<file path="config.mk">
export PLATFORM = sky130hd
export DESIGN_NAME = csv_decimal_field_parser_core
export DESIGN_NICKNAME = d
export VERILOG_FILES = /design/src/sv/cdfp_pkg.sv /design/src/sv/csv_decimal_field_parser_core.sv /design/src/sv/cdfp_regs.sv /design/src/sv/cdfp_scan.sv /design/src/sv/cdfp_out.sv
export VERILOG_INCLUDE_DIRS = /design/src /design/src/sv
export SDC_FILE = /design/constraint.sdc
export NUM_CORES = 1
export LEC_CHECK = 0
export ABC_AREA = 1
export BUFFER_PORTS_ARGS = -buffer_cell sky130_fd_sc_hd__buf_4
export CAP_MARGIN = 20
export CORE_MARGIN = 5
export CORE_UTILIZATION = 55
export DETAILED_ROUTE_END_ITERATION = 10
export PLACE_DENSITY = 0.8
export SYNTH_ARGS = -nofsm -noshare
export SYNTH_HDL_FRONTEND = slang
export SYNTH_SLANG_ARGS = --single-unit
</file>
<file path="constraint.sdc">
create_clock -name clk -period 5.3 [get_ports clk]
set_input_delay 1.06 -clock clk [delete_from_list [all_inputs] [get_ports clk]]
set_output_delay 1.06 -clock clk [all_outputs]
set_load 0.01 [all_outputs]
</file>
<file path="src/sv/assert_macros.svh">
// Assertion helpers shared by the parser RTL.
`ifndef ASSERT_MACROS_SVH
`define ASSERT_MACROS_SVH

// Checks a property on every rising clock edge outside reset.
`define CDFP_ASSERT(lbl, prop, msg) \
	lbl: assert property (@(posedge clk) disable iff (!arst_n) (prop)) else $error(msg);

// Checks that a condition implies a consequence in the same cycle.
`define CDFP_ASSERT_IMPL(lbl, ante, cons, msg) \
	lbl: assert property (@(posedge clk) disable iff (!arst_n) (ante) |-> (cons)) else $error(msg);

`endif

</file>
<file path="src/sv/cdfp_pkg.sv">
package cdfp_pkg;

	// Scanner modes.
	typedef enum logic [1:0] {
		MODE_SKIP = 2'd0,
		MODE_INT  = 2'd1,
		MODE_FRAC = 2'd2,
		MODE_LINE = 2'd3
	} scan_mode_t;

	// Character codes the scanner reacts to.
	localparam logic [7:0] CHAR_ZERO    = 8'h30;
	localparam logic [7:0] CHAR_NINE    = 8'h39;
	localparam logic [7:0] CHAR_MINUS   = 8'h2D;
	localparam logic [7:0] CHAR_DOT     = 8'h2E;
	localparam logic [7:0] CHAR_NEWLINE = 8'h0A;

	// Saturation limit of the integer part.
	localparam logic [30:0] INT_MAX = 31'h7FFF_FFFF;

	// Register map and reset values.
	localparam logic       REG_FIELDS_PER_LINE = 1'b0;
	localparam logic [3:0] FPL_RESET           = 4'd5;

	// One finished number.
	typedef struct packed {
		logic [63:0] value;
		logic [3:0]  index;
		logic        done;
	} result_t;

	// Handshake status of the scanner stage.
	typedef struct packed {
		logic busy;
		logic advance;
		logic emit;
	} scan_status_t;

endpackage

</file>
<file path="src/sv/csv_decimal_field_parser_core.sv">
// A byte that ends a number passes through the input register and the scanner into the result register.
// Throughput: one byte per cycle while the input is not stalled; the scanner computes its next state combinationally.
// A full, stalled output register stalls the input only when a byte finishes a number.
// Reset (arst_n low) clears the scanner to skip mode, field count to zero,
// and fields_per_line to five.
`include "assert_macros.svh"

module csv_decimal_field_parser_core import cdfp_pkg::*; #(
	parameter int FRACTION_BITS       = 32,
	parameter int MAX_FRACTION_DIGITS = 9
) (
	input  logic               clk,
	input  logic               arst_n,
	input  logic               psel,
	input  logic               penable,
	input  logic               pwrite,
	input  logic [2:0]         paddr,
	input  logic [31:0]        pwdata,
	output logic [31:0]        prdata,
	output logic               pready,
	input  logic               text_valid,
	output logic               text_stall,
	input  logic [7:0]         text_byte,
	output logic               number_valid,
	input  logic               number_stall,
	output logic signed [63:0] number_value,
	output logic [3:0]         field_index,
	output logic               line_done
);

	logic [3:0]   fields_per_line;
	logic         out_free;
	result_t      result;
	scan_status_t status;
	logic [63:0]  value_raw;

	// Configuration register.
	cdfp_regs u_regs (
		.clk             (clk),
		.arst_n          (arst_n),
		.psel            (psel),
		.penable         (penable),
		.pwrite          (pwrite),
		.paddr           (paddr),
		.pwdata          (pwdata),
		.prdata          (prdata),
		.pready          (pready),
		.fields_per_line (fields_per_line)
	);

	// Input register and scanner.
	cdfp_scan #(
		.FRACTION_BITS       (FRACTION_BITS),
		.MAX_FRACTION_DIGITS (MAX_FRACTION_DIGITS)
	) u_scan (
		.clk             (clk),
		.arst_n          (arst_n),
		.text_valid      (text_valid),
		.text_byte       (text_byte),
		.text_stall      (text_stall),
		.fields_per_line (fields_per_line),
		.out_free        (out_free),
		.result          (result),
		.status          (status)
	);

	// Result register.
	cdfp_out u_out (
		.clk          (clk),
		.arst_n       (arst_n),
		.status       (status),
		.result       (result),
		.out_free     (out_free),
		.number_valid (number_valid),
		.number_stall (number_stall),
		.number_value (value_raw),
		.field_index  (field_index),
		.line_done    (line_done)
	);

	assign number_value = $signed(value_raw);

	// The input only stalls behind a full, stalled output register.
	`CDFP_ASSERT_IMPL(a_stall_cause, text_stall, number_valid && number_stall && status.busy, "input stalled without a blocked output")
	// A fresh result always comes from a word that finished a number.
	`CDFP_ASSERT_IMPL(a_new_result, $rose(number_valid), $past(status.advance && status.emit), "result appeared without a finished number")
	// A number not flagged as last leaves room in the line.
	`CDFP_ASSERT_IMPL(a_line_count, number_valid && !line_done && (fields_per_line != 4'd0), ({1'b0, field_index} + 5'd1) < {1'b0, fields_per_line}, "line count passed without line_done")

endmodule

</file>
<file path="src/sv/cdfp_regs.sv">
module cdfp_regs import cdfp_pkg::*; (
	input  logic        clk,
	input  logic        arst_n,
	input  logic        psel,
	input  logic        penable,
	input  logic        pwrite,
	input  logic [2:0]  paddr,
	input  logic [31:0] pwdata,
	output logic [31:0] prdata,
	output logic        pready,
	output logic [3:0]  fields_per_line
);

	logic [3:0] fpl_q;
	logic       wr_en;

	// The register takes a write in the access phase.
	assign wr_en  = psel && penable && pwrite;
	assign pready = 1'b1;

	always_ff @(posedge clk or negedge arst_n) begin
		if (!arst_n) begin
			fpl_q <= FPL_RESET;
		end else if (wr_en && (paddr[2] == REG_FIELDS_PER_LINE)) begin
			fpl_q <= pwdata[3:0];
		end
	end

	// Read decode.
	always_comb begin
		unique case (paddr[2])
			REG_FIELDS_PER_LINE: prdata = {28'd0, fpl_q};
			default:             prdata = 32'd0;
		endcase
	end

	assign fields_per_line = fpl_q;

endmodule

</file>
<file path="src/sv/cdfp_scan.sv">
module cdfp_scan import cdfp_pkg::*; #(
	parameter int FRACTION_BITS       = 32,
	parameter int MAX_FRACTION_DIGITS = 9
) (
	input  logic         clk,
	input  logic         arst_n,
	input  logic         text_valid,
	input  logic [7:0]   text_byte,
	output logic         text_stall,
	input  logic [3:0]   fields_per_line,
	input  logic         out_free,
	output result_t      result,
	output scan_status_t status
);

	localparam logic [63:0] ONE_FIX = 64'd1 << FRACTION_BITS;
	localparam int          FB4     = FRACTION_BITS + 4;

	// Weight of fraction digit k+1 is floor(2^FRACTION_BITS / 10^(k+1)).
	localparam logic [FRACTION_BITS-1:0] WEIGHT [9] = '{
		FRACTION_BITS'(ONE_FIX / 64'd10),
		FRACTION_BITS'(ONE_FIX / 64'd100),
		FRACTION_BITS'(ONE_FIX / 64'd1000),
		FRACTION_BITS'(ONE_FIX / 64'd10000),
		FRACTION_BITS'(ONE_FIX / 64'd100000),
		FRACTION_BITS'(ONE_FIX / 64'd1000000),
		FRACTION_BITS'(ONE_FIX / 64'd10000000),
		FRACTION_BITS'(ONE_FIX / 64'd100000000),
		FRACTION_BITS'(ONE_FIX / 64'd1000000000)
	};

	// Input register.
	logic       valid_s1;
	logic [7:0] byte_s1;

	// Scanner state.
	scan_mode_t               mode_q, mode_n;
	logic                     neg_q, neg_n;
	logic [30:0]              int_q, int_n;
	logic [FRACTION_BITS-1:0] frac_q, frac_n;
	logic [3:0]               cnt_q, cnt_n;
	logic [3:0]               fc_q, fc_n;

	// Byte classification.
	logic       is_digit, is_minus, is_dot, is_nl;
	logic [3:0] digit;

	// Datapath.
	logic [34:0]              int_wide;
	logic [30:0]              int_sat;
	logic [FRACTION_BITS-1:0] weight_sel;
	logic [FB4-1:0]           frac_prod;
	logic [FRACTION_BITS-1:0] frac_sum;
	logic                     frac_room;
	logic [63:0]              mag;
	logic                     by_count, line_end;
	logic [3:0]               fc_fin;
	scan_mode_t               start_mode;
	logic                     emit, advance;

	// The input register takes a new byte whenever it is empty or the scanner takes its word.
	assign text_stall = valid_s1 && !advance;

	always_ff @(posedge clk or negedge arst_n) begin
		if (!arst_n) begin
			valid_s1 <= 1'b0;
		end else if (!text_stall) begin
			valid_s1 <= text_valid;
		end
	end

	always_ff @(posedge clk) begin
		if (!text_stall && text_valid) begin
			byte_s1 <= text_byte;
		end
	end

	// Classify the byte under work.
	assign is_digit = (byte_s1 >= CHAR_ZERO) && (byte_s1 <= CHAR_NINE);
	assign is_minus = (byte_s1 == CHAR_MINUS);
	assign is_dot   = (byte_s1 == CHAR_DOT);
	assign is_nl    = (byte_s1 == CHAR_NEWLINE);
	assign digit    = byte_s1[3:0];

	always_comb begin
		if (is_minus || is_digit) begin
			start_mode = MODE_INT;
		end else if (is_dot) begin
			start_mode = MODE_FRAC;
		end else begin
			start_mode = MODE_SKIP;
		end
	end

	// Integer part: times ten plus digit, saturated.
	assign int_wide = 35'({int_q, 3'b000}) + 35'({int_q, 1'b0}) + 35'(digit);
	assign int_sat  = (int_wide > 35'(INT_MAX)) ? INT_MAX : int_wide[30:0];

	// Fraction part: one weighted digit per byte until the digit limit.
	assign frac_room  = cnt_q < 4'(MAX_FRACTION_DIGITS);
	assign weight_sel = frac_room ? WEIGHT[cnt_q] : '0;
	assign frac_prod  = FB4'(digit) * FB4'(weight_sel);
	assign frac_sum   = frac_q + frac_prod[FRACTION_BITS-1:0];

	// Finished value and line bookkeeping.
	assign mag = (64'(int_q) << FRACTION_BITS) + 64'(frac_q);
	assign by_count = (fields_per_line != 4'd0) &&
		(({1'b0, fc_q} + 5'd1) >= {1'b0, fields_per_line});
	assign line_end = is_nl || by_count;
	assign fc_fin   = line_end ? 4'd0 : fc_q + 4'd1;

	assign result.value = neg_q ? (64'd0 - mag) : mag;
	assign result.index = fc_q;
	assign result.done  = line_end;

	// Next state of the scanner.
	always_comb begin
		mode_n = mode_q;
		neg_n  = neg_q;
		int_n  = int_q;
		frac_n = frac_q;
		cnt_n  = cnt_q;
		fc_n   = fc_q;
		emit   = 1'b0;
		unique case (mode_q)
			MODE_SKIP: begin
				mode_n = start_mode;
				neg_n  = is_minus;
				int_n  = is_digit ? 31'(digit) : 31'd0;
				if (is_nl) begin
					fc_n = 4'd0;
				end
			end
			MODE_INT: begin
				if (is_digit) begin
					int_n = int_sat;
				end else if (is_dot) begin
					mode_n = MODE_FRAC;
				end else begin
					// The terminating byte is consumed with the number.
					emit   = 1'b1;
					fc_n   = fc_fin;
					mode_n = (by_count && !is_nl) ? MODE_LINE : MODE_SKIP;
					neg_n  = 1'b0;
					int_n  = 31'd0;
					frac_n = '0;
					cnt_n  = 4'd0;
				end
			end
			MODE_FRAC: begin
				if (is_digit) begin
					if (frac_room) begin
						frac_n = frac_sum;
						cnt_n  = cnt_q + 4'd1;
					end
				end else begin
					// The terminating byte also starts the next scan, unless the line's field count is reached.
					emit   = 1'b1;
					fc_n   = fc_fin;
					frac_n = '0;
					cnt_n  = 4'd0;
					if (by_count && !is_nl) begin
						mode_n = MODE_LINE;
						neg_n  = 1'b0;
						int_n  = 31'd0;
					end else begin
						mode_n = start_mode;
						neg_n  = is_minus;
						int_n  = is_digit ? 31'(digit) : 31'd0;
					end
				end
			end
			MODE_LINE: begin
				if (is_nl) begin
					mode_n = MODE_SKIP;
					fc_n   = 4'd0;
				end
			end
			default: begin
				mode_n = MODE_SKIP;
			end
		endcase
	end

	// A word with a result waits until the output register can take it.
	assign advance = valid_s1 && (out_free || !emit);

	always_ff @(posedge clk or negedge arst_n) begin
		if (!arst_n) begin
			mode_q <= MODE_SKIP;
			neg_q  <= 1'b0;
			int_q  <= 31'd0;
			frac_q <= '0;
			cnt_q  <= 4'd0;
			fc_q   <= 4'd0;
		end else if (advance) begin
			mode_q <= mode_n;
			neg_q  <= neg_n;
			int_q  <= int_n;
			frac_q <= frac_n;
			cnt_q  <= cnt_n;
			fc_q   <= fc_n;
		end
	end

	assign status.busy    = valid_s1;
	assign status.advance = advance;
	assign status.emit    = emit;

endmodule

</file>
<file path="src/sv/cdfp_out.sv">
module cdfp_out import cdfp_pkg::*; (
	input  logic         clk,
	input  logic         arst_n,
	input  scan_status_t status,
	input  result_t      result,
	output logic         out_free,
	output logic         number_valid,
	input  logic         number_stall,
	output logic [63:0]  number_value,
	output logic [3:0]   field_index,
	output logic         line_done
);

	logic    valid_q;
	logic    load;
	result_t res_q;

	// The register can take a new word when empty or being drained.
	assign out_free = !valid_q || !number_stall;
	assign load     = status.advance && status.emit;

	always_ff @(posedge clk or negedge arst_n) begin
		if (!arst_n) begin
			valid_q <= 1'b0;
		end else if (load) begin
			valid_q <= 1'b1;
		end else if (!number_stall) begin
			valid_q <= 1'b0;
		end
	end

	always_ff @(posedge clk) begin
		if (load) begin
			res_q <= result;
		end
	end

	assign number_valid = valid_q;
	assign number_value = res_q.value;
	assign field_index  = res_q.index;
	assign line_done    = res_q.done;

endmodule
</file>
==> results.yml <==
routing:
  ant_nets: 0
  initialDrtViolationCount: 1342
  drcViolationCount: 0
  route.detailed.wl_per_inst_um: 16.8
  detailroute.via_count: 13600
  vias_per_cell: 5.36
  detail_route.wirelength_um: 42600
  firstDrtPassIters: 8
sta:
  min_period_ns: 5.02
  hold-worst-slack_ns: 0.466
  report.final.slew_viol_count: 0
  fmaxAchievable_mhz: 199
  setup_violations: 0
  tightest_slew_ns: 0.890
  layout_worst_path_cycle_share_pct: 94.7
  fin_setup_tns_ns: 0
  timing_hold_violations_final: 0
  worst_clock_skew_ns: 0.0196
  max_slew_margin_pct: 40.7
  grt_setup_unrepaired: "no"
power:
  totalPowerFinal_mw: 9.18
  p_leak_nw: 9.28
  p_per_area_nw_per_um2: 540
  irDropWorstVdd_mv: 0.579
synthesis:
  synth_common_cells: "sky130_fd_sc_hd__nand2_1, sky130_fd_sc_hd__inv_1, sky130_fd_sc_hd__nor2_1"
  async_reset_ff_share_pct: 51.0
  synth.top_cell.area_share_pct: 15.2
  synth.lib_cells_used.distinct: 53
  synth.yosys.warnings: 0
  synth.ff_latch_count: 157
  synthesis.instances: 2034
  synth_most_common_cell: "sky130_fd_sc_hd__nand2_1"
  synth_enable_flop_cells: 77
  mappedNetlistArea_um2: 15300
  synth_area_per_cell_um2: 7.50
  synth_area_leaders: "sky130_fd_sc_hd__edfxtp_1, sky130_fd_sc_hd__dfrtp_1, sky130_fd_sc_hd__nand2_1"
  synth-seq-area-share_pct: 28.3
  ys.flop_type: "sky130_fd_sc_hd__dfrtp_1"
  yosysTopAreaCell: "sky130_fd_sc_hd__edfxtp_1"
cells_and_area:
  fraction_of_final_layout_cells_sized_beyond_drive_strength_1_pct: 9.83
  num-fill-cells: 2451
  syn2layout_area_growth_pct: 11.5
  antennaDiodeCount: 0
  fin_util_pct: 61.7
  num-nets-final: 2396
clocking:
  post_cts_hold_buffer_count: 0
  cts_root_buffer: "sky130_fd_sc_hd__clkbuf_16"
  cts_inserted_buffers: 17
  clock_insertion_delay_worst_skew_ns: 0.45
  clock_sink_count: 157
  clkSlewWorstSetupHoldPaths_ns: 0.07
  cts_tree: "yes"
  cts.htree.levels: 4
  clockBufferDepth: 2
setup_path:
  cp-startpoint: "u_scan.cnt_q[3]"
  worst-endpoint-required_ns: 5.59
  criticalPathCategory: "flop to flop"
  r2r_start: "u_scan.cnt_q[3]"
  cp.arrival_ns: 5.31
  crit_fanout: 8
  worstSetupStartpointType: "flop"
  critPathCaptureType: "flop"
global_routing:
  grt_pass1_wl_um: 68500
  grt_max_degree: 66
  vias_in_the_first_global_route: 13200
  grt_remaining_overflow: 0
  number_of_antenna_violations_at_the_first_check_in_global_routing: 0
  grt_use_total_pct: 27.6
floorplan:
  die_area_um2: 31200
  placementRows: 61
  floorplan.io_pins: 154
  die-width_um: 177
  coreArea_um2: 27600
  initial_core_util_pct: 55.4
  die_y_um: 177
outcome:
  run_status: "completed"
run:
  cap_viol_max_count: 0
placement:
  hpwlAfterDp_um: 34700
  port_buffers: 94
  gp_congestion: 1.02
worst_hold_path:
  worstHoldPathType: "input pin to asynchronous set/reset pin"
==> stage by stage <==
step                      setup slack (ns)  instance area, um2  cells
after floorplan                      0.840               15400   2061
after global placement               0.104               16300   2500
after detailed placement            0.0600               16400   2501
after CTS                           0.0461               16900   2533
after global routing                0.0186               17000   2535
final                                0.280               17000   2535
==> where the power goes <==
part | internal, mW | switching, mW
Sequential | 1.41 | 0.106
Clock | 0.664 | 0.584
Combinational | 2.19 | 4.23
Total | 4.27 | 4.92
==> final timing paths <==
kind | end | slack (ns) | cells after the start
min in group clk | u_scan.frac_q[19] | 0.53 | 2
max in group asynchronous | u_scan.frac_q[23] | 3.70 | 2
max reg2reg | u_scan.frac_q[21] | 0.28 | 22
min | u_scan.int_q[30] | 0.47 | 1
max | u_scan.frac_q[21] | 0.28 | 22
min reg2reg | u_scan.frac_q[19] | 0.53 | 2
==> registers in the layout, indices dropped and copies added (netlist names), 4 cells and up <==
register	count
u_scan.frac_q	32
u_scan.fc_q	4
u_scan.cnt_q	4
u_scan.byte_s1	8
u_scan.int_q	31
u_regs.fields_per_line	4
u_out.field_index	4
u_out.number_value	64
==> per-layer routing <==
metal  track usage, %  part of all wire [%]  vias up
li1                 -                     -     6588
met1             39.0                    44     6298
met2             44.0                    45      609
met3             4.75                   8.3       91
met4             7.80                   2.5        0
met5                0                     0        -
==> layout by cell type (no fill, tap or decap), types with 12 or more instances in the layout <==
cell type,Yosys,routed
sky130_fd_sc_hd__conb_1,2,29
sky130_fd_sc_hd__nor3_1,32,31
sky130_fd_sc_hd__a31oi_1,12,12
sky130_fd_sc_hd__nor2_1,268,264
sky130_fd_sc_hd__inv_1,383,381
sky130_fd_sc_hd__o21ai_2,16,16
sky130_fd_sc_hd__nand2_1,446,446
sky130_fd_sc_hd__o22ai_1,24,23
sky130_fd_sc_hd__edfxtp_1,77,77
sky130_fd_sc_hd__xnor2_1,26,26
sky130_fd_sc_hd__clkbuf_16,0,17
sky130_fd_sc_hd__a21oi_1,68,68
sky130_fd_sc_hd__o21ai_0,70,68
sky130_fd_sc_hd__nand4_1,20,20
sky130_fd_sc_hd__o21ai_1,12,14
sky130_fd_sc_hd__buf_4,30,117
sky130_fd_sc_hd__xor2_1,73,73
sky130_fd_sc_hd__fa_1,77,77
sky130_fd_sc_hd__ha_1,125,125
sky130_fd_sc_hd__dfrtp_1,78,78
sky130_fd_sc_hd__nand3_1,78,78
==> repair_timing <==
action                                 CTS  global route
setup endpoints to repair                0             6
endpoints found under the hold margin    0             0
resized for setup                        0            11
setup buffers                            0             1
==> area by class of cell <==
class | count | area, um2 | area share [%]
repair buffers | 119 | 921 | 5.41
clock inverters | 15 | 150 | 0.883
clock buffers | 17 | 425 | 2.50
inverters | 390 | 1470 | 8.62
well taps | 378 | 473 | 2.78
flip-flops and latches | 157 | 4320 | 25.4
multi-input cells | 1459 | 9260 | 54.4
==> cells by family (layout without fill, tap and decap cells) <==
kind of cell | Yosys count | after routing | share of synthesized area [%]
buf+inv | 445 | 541 | 11.9
xor+xnor | 99 | 99 | 5.68
simple gates | 890 | 890 | 24.3
compound gates | 239 | 239 | 9.33
flops | 157 | 157 | 28.3
fa+ha+maj | 202 | 202 | 20.4
other cells | 2 | 29 | 0.0492
==> critical path, stage by stage (launching register included) <==
cell	delay [ns]
sky130_fd_sc_hd__dfrtp_1	0.46
sky130_fd_sc_hd__nor2_1	0.21
sky130_fd_sc_hd__inv_1	0.18
sky130_fd_sc_hd__o22ai_1	0.32
sky130_fd_sc_hd__inv_1	0.13
sky130_fd_sc_hd__nor2_1	0.16
sky130_fd_sc_hd__fa_1	0.44
sky130_fd_sc_hd__fa_1	0.55
sky130_fd_sc_hd__inv_1	0.05
sky130_fd_sc_hd__fa_1	0.49
sky130_fd_sc_hd__inv_1	0.04
sky130_fd_sc_hd__ha_1	0.30
sky130_fd_sc_hd__nand2_1	0.06
sky130_fd_sc_hd__o21ai_1	0.20
sky130_fd_sc_hd__a21oi_1	0.14
sky130_fd_sc_hd__o21ai_1	0.47
sky130_fd_sc_hd__nand2_1	0.10
sky130_fd_sc_hd__nand2_1	0.14
sky130_fd_sc_hd__nand2_1	0.09
sky130_fd_sc_hd__nand2_1	0.06
sky130_fd_sc_hd__nand2_1	0.05
sky130_fd_sc_hd__nand3_1	0.12
sky130_fd_sc_hd__o21ai_0	0.12
(Power assumes the default switching activity.)
